`config.mk`:
```
export PLATFORM = sky130hd
export DESIGN_NAME = eph_match
export DESIGN_NICKNAME = d
export VERILOG_FILES = /design/src/rtl/core/eph_pkg.sv /design/src/rtl/core/eph_match.sv
export SDC_FILE = /design/constraint.sdc
export NUM_CORES = 1
export LEC_CHECK = 0
export ABC_AREA = 0
export ABC_CLOCK_PERIOD_IN_PS = 9670
export BUFFER_PORTS_ARGS = -buffer_cell sky130_fd_sc_hd__buf_2
export CORE_ASPECT_RATIO = 1.2
export CORE_MARGIN = 2
export CORE_UTILIZATION = 53
export DETAILED_ROUTE_END_ITERATION = 6
export PLACE_DENSITY = 0.84
export SLEW_MARGIN = 20
export SYNTH_ARGS = -nofsm -noshare
export SYNTH_HDL_FRONTEND = slang
export SYNTH_SLANG_ARGS = --single-unit
```
`constraint.sdc`:
```
create_clock -name vclk -period 9.67
set_clock_uncertainty 0.15 [all_clocks]
set_input_delay 0.4835 -clock vclk [all_inputs]
set_output_delay 0.4835 -clock vclk [all_outputs]
set_load 0.02 [all_outputs]
```
`src/rtl/core/eph_pkg.sv`:
```
// ----------------------------------------------------------------------------
// eph_pkg
// shared types and constants of the edge proximity hit test
// ----------------------------------------------------------------------------
package eph_pkg;

    localparam int EDGE_SLOTS = 64;
    localparam int SLOT_W     = $clog2(EDGE_SLOTS);
    localparam int CNT_W      = SLOT_W + 1;
    localparam int COORD_W    = 16;
    localparam int TOL_W      = 8;
    localparam int ECOUNT_W   = 7;
    localparam int CFG_IDX_W  = 3;
    localparam int CFG_DATA_W = 16;

    localparam logic [TOL_W-1:0] MIN_TOLERANCE = TOL_W'(2);

    // configuration register indexes
    localparam logic [CFG_IDX_W-1:0] CFG_BOUND_X_MIN    = 3'd0;
    localparam logic [CFG_IDX_W-1:0] CFG_BOUND_X_MAX    = 3'd1;
    localparam logic [CFG_IDX_W-1:0] CFG_BOUND_Y_MIN    = 3'd2;
    localparam logic [CFG_IDX_W-1:0] CFG_BOUND_Y_MAX    = 3'd3;
    localparam logic [CFG_IDX_W-1:0] CFG_GRAB_TOLERANCE = 3'd4;
    localparam logic [CFG_IDX_W-1:0] CFG_EDGE_COUNT     = 3'd5;

    // item kinds
    localparam logic KIND_STORE = 1'b0;
    localparam logic KIND_QUERY = 1'b1;

    typedef struct packed {
        logic                       kind;
        logic [5:0]                 slot;
        logic signed [COORD_W-1:0]  end_a_x;
        logic signed [COORD_W-1:0]  end_a_y;
        logic signed [COORD_W-1:0]  end_b_x;
        logic signed [COORD_W-1:0]  end_b_y;
        logic signed [COORD_W-1:0]  point_x;
        logic signed [COORD_W-1:0]  point_y;
    } item_t;

    typedef struct packed {
        logic       hit;
        logic [5:0] hit_slot;
    } result_t;

    typedef struct packed {
        logic signed [COORD_W-1:0] ax;
        logic signed [COORD_W-1:0] ay;
        logic signed [COORD_W-1:0] bx;
        logic signed [COORD_W-1:0] by;
    } edge_rec_t;

    typedef struct packed {
        logic signed [COORD_W-1:0] x_min;
        logic signed [COORD_W-1:0] x_max;
        logic signed [COORD_W-1:0] y_min;
        logic signed [COORD_W-1:0] y_max;
    } bounds_t;

    typedef struct packed {
        logic signed [COORD_W-1:0] x;
        logic signed [COORD_W-1:0] y;
    } point_t;

endpackage

```
`src/rtl/core/eph_match.sv`:
```
// ----------------------------------------------------------------------------
// eph_match
// tests one stored edge against the pointer, bounds and tolerance
// ----------------------------------------------------------------------------
module eph_match
    import eph_pkg::*;
(
    input  edge_rec_t          edge_rec,
    input  point_t             point,
    input  bounds_t            bounds,
    input  logic [TOL_W-1:0]   tol,
    output logic               match
);

    logic                      horiz;
    logic signed [COORD_W:0]   line_c;
    logic signed [COORD_W:0]   lo_b;
    logic signed [COORD_W:0]   hi_b;
    logic signed [COORD_W:0]   p_line;
    logic signed [COORD_W:0]   p_span;
    logic signed [COORD_W:0]   e0;
    logic signed [COORD_W:0]   e1;
    logic signed [COORD_W+1:0] diff;
    logic signed [COORD_W+1:0] tol_s;
    logic                      in_bounds;
    logic                      near;
    logic                      covered;

    always_comb
    begin
        horiz  = (edge_rec.ay == edge_rec.by);
        line_c = horiz ? (COORD_W+1)'(edge_rec.ay) : (COORD_W+1)'(edge_rec.ax);
        lo_b   = horiz ? (COORD_W+1)'(bounds.y_min) : (COORD_W+1)'(bounds.x_min);
        hi_b   = horiz ? (COORD_W+1)'(bounds.y_max) : (COORD_W+1)'(bounds.x_max);
        p_line = horiz ? (COORD_W+1)'(point.y) : (COORD_W+1)'(point.x);
        p_span = horiz ? (COORD_W+1)'(point.x) : (COORD_W+1)'(point.y);
        e0     = horiz ? (COORD_W+1)'(edge_rec.ax) : (COORD_W+1)'(edge_rec.ay);
        e1     = horiz ? (COORD_W+1)'(edge_rec.bx) : (COORD_W+1)'(edge_rec.by);

        // upper bound less one, kept signed and wide
        in_bounds = (line_c > lo_b) && (line_c < (hi_b - (COORD_W+1)'(1)));

        diff  = (COORD_W+2)'(p_line) - (COORD_W+2)'(line_c);
        tol_s = signed'({{(COORD_W+2-TOL_W){1'b0}}, tol});
        near  = (diff <= tol_s) && (diff >= -tol_s);

        // span either way round, ends inclusive
        covered = ((p_span >= e0) && (p_span <= e1)) ||
                  ((p_span >= e1) && (p_span <= e0));

        match = in_bounds && near && covered;
    end

endmodule

```
## Word-level counts from Yosys, hierarchy flattened

Cells that the tools add are included.

- Add/sub/neg operators: 3
- Order comparisons: 8
- Eq/ne operators: 1
- Multiplexer cells: 7
- Reductions and logical operators: 7

Operators with widths:

| kind | count |
|---|---|
| $mux 17 | 7 |
| $ge 17x17->1 | 2 |
| $le 17x17->1 | 2 |
| $ge 18x18->1 | 1 |
| $le 18x9->1 | 1 |
| $neg 8->18 | 1 |
| $sub 17x17->18 | 1 |
| $gt 17x17->1 | 1 |
| $lt 17x17->1 | 1 |
| $sub 17x2->17 const B | 1 |
| $eq 16x16->1 | 1 |
| $logic_and 1x1->1 | 6 |
| $logic_or 1x1->1 | 1 |

- Register bits after elaboration: 0
- Bits of input ports: 168
- Output and inout port bits: 1
- Logic and storage cells: 26

## Logic depth before layout (Yosys ltp)

Gate-level depths: netlist of the first run.

- Depth after elaboration: 7
- Gate-level depth with buffers: 27
- Gate-level depth less buffers: 23

## Worst setup path after synthesis of the first run

No wires, ideal clock.

- Path type: input-to-output
- From: in edge_rec[32] (netlist name)
- To: out match
- Data arrival time: 5.752 ns
- Required time: 9.036 ns
- Setup slack: 3.285 ns
- Cell stages on the path: 26
- Path buffers: 3
- Cells stage by stage: xnor2_1 > nand4_1 > nor4_1 > clkbuf_1 > buf_2 > buf_2 > mux2_2 > inv_1 > ha_1 > and3_4 > a2111o_1 > o211ai_1 > a31oi_1 > o21a_1 > o21ai_0 > nand2b_1 > xnor2_1 > ha_1 > a21oi_1 > o211ai_1 > a31oi_1 > nor3_1 > o311ai_0 > a211oi_1 > o211ai_1 > a211oi_2

- Cells in the longest elaborated chain, start to end: 7
- Elaborated cells on any way between the ends: 25
- Those cells by class: add/sub (2); order compare (8); eq/ne (1); mux (7); reduce/logical (7)

RTL lines:

| what | RTL line | text |
|---|---|---|
| start, declared | eph_match.sv:8 | `input edge_rec_t edge_rec,` |
| $eq 16x16->1 | eph_match.sv:31 | `horiz = (edge_rec.ay == edge_rec.by);` |
| $mux 17, on equally long branches | eph_match.sv:35, eph_match.sv:34, eph_match.sv:32 |  |
| $sub 17x17->18 or $sub 17x2->17 (tied branches) | eph_match.sv:43, eph_match.sv:41 |  |
| $le 18x9->1 (tied with other cells) | eph_match.sv:45 | `near = (diff <= tol_s) && (diff >= -tol_s);` |
| $logic_and 1x1->1, on equally long branches | eph_match.sv:45, eph_match.sv:41 |  |
| $logic_and 1x1->1 | eph_match.sv:51 | `match = in_bounds && near && covered;` |
| $logic_and 1x1->1 (*) | eph_match.sv:51 |  |
| end, declared | eph_match.sv:12 | `output logic match` |

Mark *: on every way between the ends. The rest lies on a longest branch, timed or not.

## Worst setup path after layout of the first run

- From: in edge_rec[39] (netlist name)
- To: out match

Same word-level chain as after synthesis.

==> results.py, run 1 <==
metrics = {
    "synthesis": {
        "netlist_instances": 620,
        "synthesis.area_mm2": 0.004928,
        "synth_seq_area_share_pct": 0,
        "synth_fp_nets": 896,
        "syn_avg_cell_area_um2": 7.949,
        "synth_cell_types": 59,
        "ys_warn_count": 0,
    },
    "worst_setup_path": {
        "timing.critical_path.buf_inv": 4,
        "start_kind": "input pin",
        "worstPathArrival_ns": 6.46,
        "cp_top_family": "simple AND/OR/NAND/NOR gates",
        "crit_path_end_kind": "primary output",
        "crit_required_ns": 9.04,
        "crit_chain": "buf_2 -> xnor2_1 -> nand4_1 -> nor4_2 -> buf_4 -> mux2i_1 -> inv_1 -> ha_1 -> fa_1 -> nand2b_1 -> a21oi_1 -> o21a_1 -> nor2_1 -> xnor2_1 -> ha_1 -> nand3_1 -> o22ai_1 -> nor3_1 -> a21oi_1 -> a2111o_1 -> or3_1 -> mux2_4 -> a211oi_2 -> buf_2",
        "cp_max_fo": 77,
        "critPathSlowestCell": "buf_4",
        "critPathKind": "input pin to primary output",
        "cpPeakStageDelay_ns": 0.81,
    },
    "place": {
        "post-dp-hpwl_um": 13180,
        "dp_slack_ns": 2.674,
        "gp_congestion": 0.9708,
        "dpl-instance-area_mm2": 0.005852,
        "dpl.cell_count": 893,
        "port_buffers": 169,
    },
    "global_routing": {
        "gr-usage-met3_pct": 1.371,
        "grt_first_pass_wirelength_um": 23460,
        "grt-busiest-layer": "met2",
        "globalRouteMet2Util_pct": 54.78,
        "grt.total_usage_pct": 28.05,
        "grt_use_met1_pct": 32.99,
        "grt_pass1_vias": 5267,
        "grt_overflow_total": 0,
        "grt_max_degree": 78,
        "antenna_found_initial": 0,
    },
    "worst_hold_path": {
        "hold_path_class": "input pin to primary output",
    },
    "timing": {
        "hold_viol": 0,
        "worstMarginPinSlew_ns": 0.9800,
        "setup_tns_ns": 0,
        "finalCriticalPeriod_ns": 7.096,
        "setup_violations": 0,
        "finalMaxSlewViolations": 0,
        "finalCritPeriodShare_pct": 73.38,
        "grt_setup_unrepaired": "false",
        "timing.final.ws_setup_ns": 2.574,
        "slew_headroom_pct": 34.67,
        "hold_slack_ns": 1.504,
        "max_freq_mhz": 140.9,
    },
    "power": {
        "fin_total_pwr_uw": 270.1,
        "peakVddDrop_mv": 0.03070,
        "power.density_mw_per_mm2": 46.15,
        "p_leak_nw": 2.736,
    },
    "drt": {
        "post-route-drc-count": 0,
        "routed-via-count": 5279,
        "drt_iter0_drc": 242,
        "wl_um": 15030,
        "antenna_left": 0,
        "avgRoutedWirePerCell_um": 16.83,
        "post_drt_via_cell_ratio": 5.912,
        "detail_route.first_pass.iterations": 5,
    },
    "final_layout": {
        "syn_to_final_growth_pct": 18.74,
        "num-nets-final": 1051,
        "mostFrequentLayoutCell": "buf_2",
        "layout_common_cells": "buf_2 (169), ha_1 (107), mux2i_1 (63)",
        "antenna_cells": 0,
        "fin_util_pct": 64.78,
        "n_sequential_cell": 0,
        "n_clock_buffer": 0,
        "drive_gt1_share_pct": 29.75,
        "design_area_mm2": 0.005852,
        "fin_cells": 893,
        "seq_area_um2": 0,
    },
    "cts": {
        "cts-resized-gates": 0,
        "post_cts_buffers": 0,
        "cts_hold_buf": 0,
    },
    "job": {
        "drv_cap": 0,
    },
    "floorplan": {
        "core_region_area_mm2": 0.009034,
        "io_pins": 169,
        "initial_core_util_pct": 54.56,
        "rows": 38,
        "dieArea_mm2": 0.01009,
        "die_h_um": 109.6,
        "die_x_um": 92.03,
    },
    "run_status": {
        "status": "finished clean",
    },
}
[cells by family (layout without fill, tap and decap cells)]
logic type / after synthesis / after routing / share of synthesized area (%)
mux: 111 / 111 / 23.84
xor+xnor: 51 / 51 / 9.063
simple gates: 167 / 167 / 17.54
fa+ha+maj: 109 / 109 / 27.77
buf+inv: 56 / 209 / 4.798
compound gates: 126 / 126 / 16.98
[where the power goes]
part	leakage, nW	switching [mW]	internal, mW
registers	0	0	0
logic	2.74	0.145	0.125
clock network	0	0	0
[tightest hold or removal path: cells and delay by family]
kind / cells / cell delay [ns]
buffers and inverters: 2 / 0.24
adder cells (fa/ha/maj): 1 / 0.20
multiplexers: 1 / 0.15
AO/OA/AOI/OAI: 1 / 0.10
[path summary, 6_finish.rpt]
check / startpoint / to / slack, ns / cells past startpoint
setup / recovery: edge_rec[39] / match / 2.57 / 24
hold / removal: point[31] / match / 1.50 / 5
[metal layers]
metal | vias to the layer above | part of all wire [%]
met4 | 0 | 3.1
li1 | 2634 | -
met2 | 146 | 51
met5 | - | 0
met1 | 2470 | 42
met3 | 29 | 4.0
[cell usage after synthesis (all sizes together), types with 4 or more instances]
| cell | n | share of area, % |
|---|---|---|
| ha | 107 | 27 |
| mux2i | 63 | 13 |
| mux2 | 48 | 11 |
| nor2 | 39 | 3.0 |
| inv | 38 | 2.9 |
| a21oi | 36 | 3.7 |
| xnor2 | 34 | 6.0 |
| nand2 | 27 | 2.1 |
| o21ai | 25 | 2.5 |
| a21o | 18 | 2.7 |
| nand4 | 17 | 2.2 |
| nor3 | 17 | 1.7 |
| xor2 | 17 | 3.0 |
| nand3 | 15 | 1.5 |
| buf | 14 | 1.5 |
| nor2b | 12 | 1.5 |
| nand2b | 9 | 1.2 |
| nor4 | 7 | 0.89 |
| a31oi | 6 | 0.76 |
| o21a | 6 | 0.94 |
| or3 | 6 | 0.81 |
| a211oi | 5 | 0.86 |
| and3 | 5 | 0.74 |
| o211ai | 4 | 0.71 |
| o21bai | 4 | 0.61 |
[area by class of cell]
class              count  area [um2]
repair buffers       171       860.8
inverters             38       142.6
well taps            120       150.1
fillers              776        3182
multi-input cells    564        4698
(Power assumes the default switching activity.)
==> inputs of run 2 (changes only) <==
--- a/config.mk
+++ b/config.mk
@@ -6,7 +6,7 @@
 export NUM_CORES = 1
 export LEC_CHECK = 0
 export ABC_AREA = 0
-export ABC_CLOCK_PERIOD_IN_PS = 9670
+export ABC_CLOCK_PERIOD_IN_PS = 7010
 export BUFFER_PORTS_ARGS = -buffer_cell sky130_fd_sc_hd__buf_2
 export CORE_ASPECT_RATIO = 1.2
 export CORE_MARGIN = 2
==> constraint.sdc (replaced) <==
create_clock -name vclk -period 7.01
set_clock_uncertainty 0.15 [all_clocks]
set_input_delay 0.3505 -clock vclk [all_inputs]
set_output_delay 0.3505 -clock vclk [all_outputs]
set_load 0.02 [all_outputs]
==> run 2 against run 1 <==
Worst setup slack lost 1.9 ns. Critical path type unchanged. Sequential share of layout area did not move. Worst hold slack worse by 0.27 ns. Critical endpoint unchanged.
==> results.py, run 2 (synthesized netlist as in run 1, its figures left out) <==
metrics = {
    "floorplan": {
        "io_pins": 169,
        "die_h_um": 109.6,
        "die_x_um": 92.03,
        "initial_core_util_pct": 54.56,
        "dieArea_mm2": 0.01009,
        "rows": 38,
        "core_region_area_mm2": 0.009034,
    },
    "timing": {
        "max_freq_mhz": 158.5,
        "grt_setup_unrepaired": "false",
        "hold_viol": 0,
        "finalCriticalPeriod_ns": 6.309,
        "finalMaxSlewViolations": 0,
        "hold_slack_ns": 1.238,
        "worstMarginPinSlew_ns": 0.6688,
        "setup_violations": 0,
        "slew_headroom_pct": 55.00,
        "finalCritPeriodShare_pct": 90.00,
        "setup_tns_ns": 0,
    },
    "worst_hold_path": {
        "hp-start": "point[15]",
        "hold_path_class": "input pin to primary output",
    },
    "power": {
        "pwr-share-clk_pct": 0,
        "combPwrFrac_pct": 100.0,
        "netSwitchingPower_uw": 201.6,
        "power.density_mw_per_mm2": 63.49,
        "p_leak_nw": 2.750,
        "p_int_uw": 171.6,
        "p_seq_share_pct": 0,
        "peakVddDrop_mv": 0.04357,
        "swShare_pct": 54.02,
    },
    "global_routing": {
        "grt_pass1_vias": 5312,
        "grt.total_usage_pct": 28.59,
        "grt_overflow_total": 0,
        "grt_max_degree": 52,
        "antenna_found_initial": 0,
        "grt_first_pass_wirelength_um": 23810,
    },
    "drt": {
        "avgRoutedWirePerCell_um": 17.09,
        "post-route-drc-count": 0,
        "routed-via-count": 5267,
        "drt_iter0_drc": 247,
        "wl_um": 15300,
        "post_drt_via_cell_ratio": 5.885,
        "antenna_left": 0,
        "detail_route.first_pass.iterations": 5,
    },
    "worst_setup_path": {
        "crit_required_ns": 6.51,
        "critPathKind": "input pin to primary output",
        "crit_start": "edge_rec[32]",
        "cp_max_fo": 44,
        "worstPathArrival_ns": 5.81,
        "start_kind": "input pin",
        "crit_path_end_kind": "primary output",
    },
    "final_layout": {
        "layout_common_cells": "buf_2 (169), ha_1 (107), mux2i_1 (63)",
        "seq_area_um2": 0,
        "n_sequential_cell": 0,
        "num-nets-final": 1053,
        "antenna_cells": 0,
        "multi_input_area_mm2": 0.004698,
        "mostFrequentLayoutCell": "buf_2",
        "fin_cells": 895,
        "n_clock_buffer": 0,
        "fillers": 822,
        "drive_gt1_share_pct": 29.94,
        "syn_to_final_growth_pct": 19.29,
    },
    "cts": {
        "cts_hold_buf": 0,
        "cts-resized-gates": 0,
        "post_cts_buffers": 0,
    },
    "place": {
        "dpl.cell_count": 895,
        "port_buffers": 169,
        "post-dp-hpwl_um": 13390,
        "gp_congestion": 1.037,
    },
    "job": {
        "drv_cap": 0,
    },
    "run_status": {
        "status": "finished clean",
    },
}
-- run 2: changes by cell type in the layout (fill, tap and decap cells not counted), sizes merged --
| cell | before | now |
|---|---|---|
| buf | 171 | 173 |
-- run 2: power by group through the flow --
stage	logic, mW	clock network [mW]	registers (mW)
after floorplan	0.236	0	0
after global placement	0.354	0	0
after detailed placement	0.366	0	0
after CTS	0.369	0	0
after global routing	0.415	0	0
final	0.373	0	0
-- run 2: worst paths after layout --
check | endpoint | slack (ns) | depth (start not counted)
setup / recovery | match | 0.70 | 26
hold / removal | match | 1.24 | 5
-- run 2: cell type report --
type,count,area share (%)
multi-input cells,564,79.91
repair buffers,173,15.11
well taps,120,2.554
inverters,38,2.426
-- run 2: critical path, cell delays in order --
cell and delay [ns]:
buf_2 0.13, xnor2_1 0.25, nand4_1 0.16, nor4_2 0.44
buf_4 0.56, mux2_2 0.45, inv_1 0.07, ha_1 0.33
and3_1 0.24, and3_1 0.19, o211ai_1 0.10, a31oi_1 0.13
o21a_1 0.19, o21ai_0 0.15, nand2b_1 0.16, xnor2_1 0.16
ha_1 0.30, a21oi_1 0.07, o211ai_1 0.20, a31oi_1 0.06
nor3_1 0.12, o311ai_0 0.18, a211oi_1 0.22, o211ai_1 0.16
a211oi_2 0.21, buf_2 0.19
-- run 2: layer usage --
layer	global-route usage, %	part of all wire (%)	routed length [um]	vias up
met5	0	0	0	-
met4	10.87	4.1	631	0
met3	1.371	4.8	739	41
met2	55.25	51	7767	192
met1	33.15	40	6160	2388
li1	-	-	-	2646
-- run 2: metrics by stage --
stage          utilization, %  cell area, um2  setup slack, ns  total power [mW]
2_1_floorplan               -            4928           0.8908            0.2362
3_3_place_gp            65.08            5879           0.9570            0.3544
3_5_place_dp            65.08            5879           0.7401            0.3660
4_1_cts                 65.08            5879           0.7071            0.3687
5_1_grt                 65.08            5879           0.3140            0.4154
6_report                65.08            5879           0.7012            0.3733
==> inputs of run 3 (changes only) <==
--- a/config.mk
+++ b/config.mk
@@ -12,6 +12,7 @@
 export CORE_MARGIN = 2
 export CORE_UTILIZATION = 53
 export DETAILED_ROUTE_END_ITERATION = 6
+export MAX_ROUTING_LAYER = met4
 export PLACE_DENSITY = 0.84
 export SLEW_MARGIN = 20
 export SYNTH_ARGS = -nofsm -noshare
==> run 3 against run 2 <==
Combinational power rose by 1%. Power rose by 1.3%. Worst hold slack improved by 0.013 ns. First-iteration DRC count rose by 19%. Non-clock buffer count fell by 1. Die area did not move. Global-route usage rose by 1.8 points. Flip-flop and latch count did not move. Sequential share of layout area did not move. Clock-buffer cell count did not move. Critical path type unchanged. Critical endpoint unchanged. Highest routed layer unchanged.
==> results.py, run 3 (synthesized netlist as in run 1, its figures left out) <==
metrics = {
    "run_status": {
        "status": "finished clean",
    },
    "worst_setup_path": {
        "critPathKind": "input pin to primary output",
        "cp_max_fo": 57,
        "worstPathArrival_ns": 5.70,
        "start_kind": "input pin",
        "crit_required_ns": 6.51,
        "crit_path_end_kind": "primary output",
    },
    "final_layout": {
        "n_sequential_cell": 0,
        "drive_gt1_share_pct": 29.84,
        "antenna_cells": 0,
        "n_clock_buffer": 0,
        "seq_area_um2": 0,
        "mostFrequentLayoutCell": "buf_2",
        "layout_common_cells": "buf_2 (169), ha_1 (107), mux2i_1 (63)",
        "num-nets-final": 1052,
        "fin_util_pct": 65.14,
        "syn_to_final_growth_pct": 19.40,
        "fin_cells": 894,
    },
    "drt": {
        "post-route-drc-count": 0,
        "top_layer": "met4",
        "wl_um": 15590,
        "routed-via-count": 5362,
        "antenna_left": 0,
        "dr_wl_met2_um": 8135,
        "detail_route.first_pass.iterations": 5,
        "wl_met3_um": 653,
        "avgRoutedWirePerCell_um": 17.43,
        "drt_iter0_drc": 295,
        "met1_length_um": 6266,
        "post_drt_via_cell_ratio": 5.998,
    },
    "floorplan": {
        "die_h_um": 109.6,
        "die_x_um": 92.03,
        "rows": 38,
        "core_region_area_mm2": 0.009034,
        "io_pins": 169,
        "initial_core_util_pct": 54.56,
        "dieArea_mm2": 0.01009,
    },
    "worst_hold_path": {
        "hold_path_class": "input pin to primary output",
    },
    "power": {
        "peakVddDrop_mv": 0.04346,
        "power.density_mw_per_mm2": 64.24,
        "fin_total_pwr_uw": 378.0,
        "p_leak_nw": 2.747,
    },
    "global_routing": {
        "grt_overflow_total": 0,
        "grt_first_pass_wirelength_um": 24500,
        "grt_pass1_vias": 5377,
        "grt.total_usage_pct": 30.36,
        "antenna_found_initial": 0,
        "grt_max_degree": 58,
    },
    "cts": {
        "cts_hold_buf": 0,
        "cts-resized-gates": 0,
        "post_cts_buffers": 0,
    },
    "timing": {
        "max_freq_mhz": 161.4,
        "setup_tns_ns": 0,
        "worstMarginPinSlew_ns": 0.6673,
        "finalCritPeriodShare_pct": 88.39,
        "setup_violations": 0,
        "hold_viol": 0,
        "finalCriticalPeriod_ns": 6.196,
        "finalMaxSlewViolations": 0,
        "grt_setup_unrepaired": "false",
        "slew_headroom_pct": 55.10,
    },
    "job": {
        "drv_cap": 0,
    },
    "place": {
        "post-dp-hpwl_um": 13690,
        "port_buffers": 169,
        "dpl.cell_count": 894,
        "gp_congestion": 0.9906,
    },
}
run 3: cell types whose count changed in the layout (fill, tap and decap cells not counted), sizes merged:
| cell | previous run | this run |
|---|---|---|
| buf | 173 | 172 |
run 3: final timing paths:
path,start,to,cells past startpoint
setup / recovery,edge_rec[43],match,27
hold / removal,point[31],match,5
run 3: per-stage QoR:
step	setup slack [ns]	hold WS (ns)	area [um2]
finish	0.8140	1.251	5884
global route	0.3225	1.286	5884
detailed placement	0.8840	1.253	5884
global placement	1.080	1.244	5884
CTS	0.8516	1.255	5884
floorplan	0.8908	0.9830	4928
run 3: routing by layer:
| layer | global-route usage, % | up-vias |
|---|---|---|
| li1 | - | 2646 |
| met1 | 33.61 | 2478 |
| met2 | 58.82 | 192 |
| met3 | 0.8225 | 46 |
| met4 | 10.13 | 0 |
| met5 | - | - |
run 3: power breakdown:
group	switching (mW)	internal [mW]
combinational	0.205	0.173
clock	0	0
sequential	0	0
run 3: cell type report:
type                       instances  area [um2]
multi-input combinational        564        4698
fill                             807        3149
timing repair buffer             172       893.4
tap                              120       150.1
inverter                          38       142.6
run 3: critical path: stages:
cell,delay [ns]
buf_2,0.13
xnor2_1,0.16
nand4_1,0.17
nor4_2,0.40
buf_12,0.24
buf_12,0.32
mux2_2,0.43
inv_1,0.07
ha_1,0.33
and3_1,0.24
and3_1,0.19
o211ai_1,0.09
a31oi_1,0.13
o21a_1,0.19
o21ai_0,0.14
nand2b_1,0.15
xnor2_1,0.16
ha_1,0.30
a21oi_1,0.07
o211ai_1,0.20
a31oi_1,0.06
nor3_1,0.13
o311ai_0,0.17
a211oi_1,0.22
o211ai_1,0.14
a211oi_2,0.25
buf_2,0.20
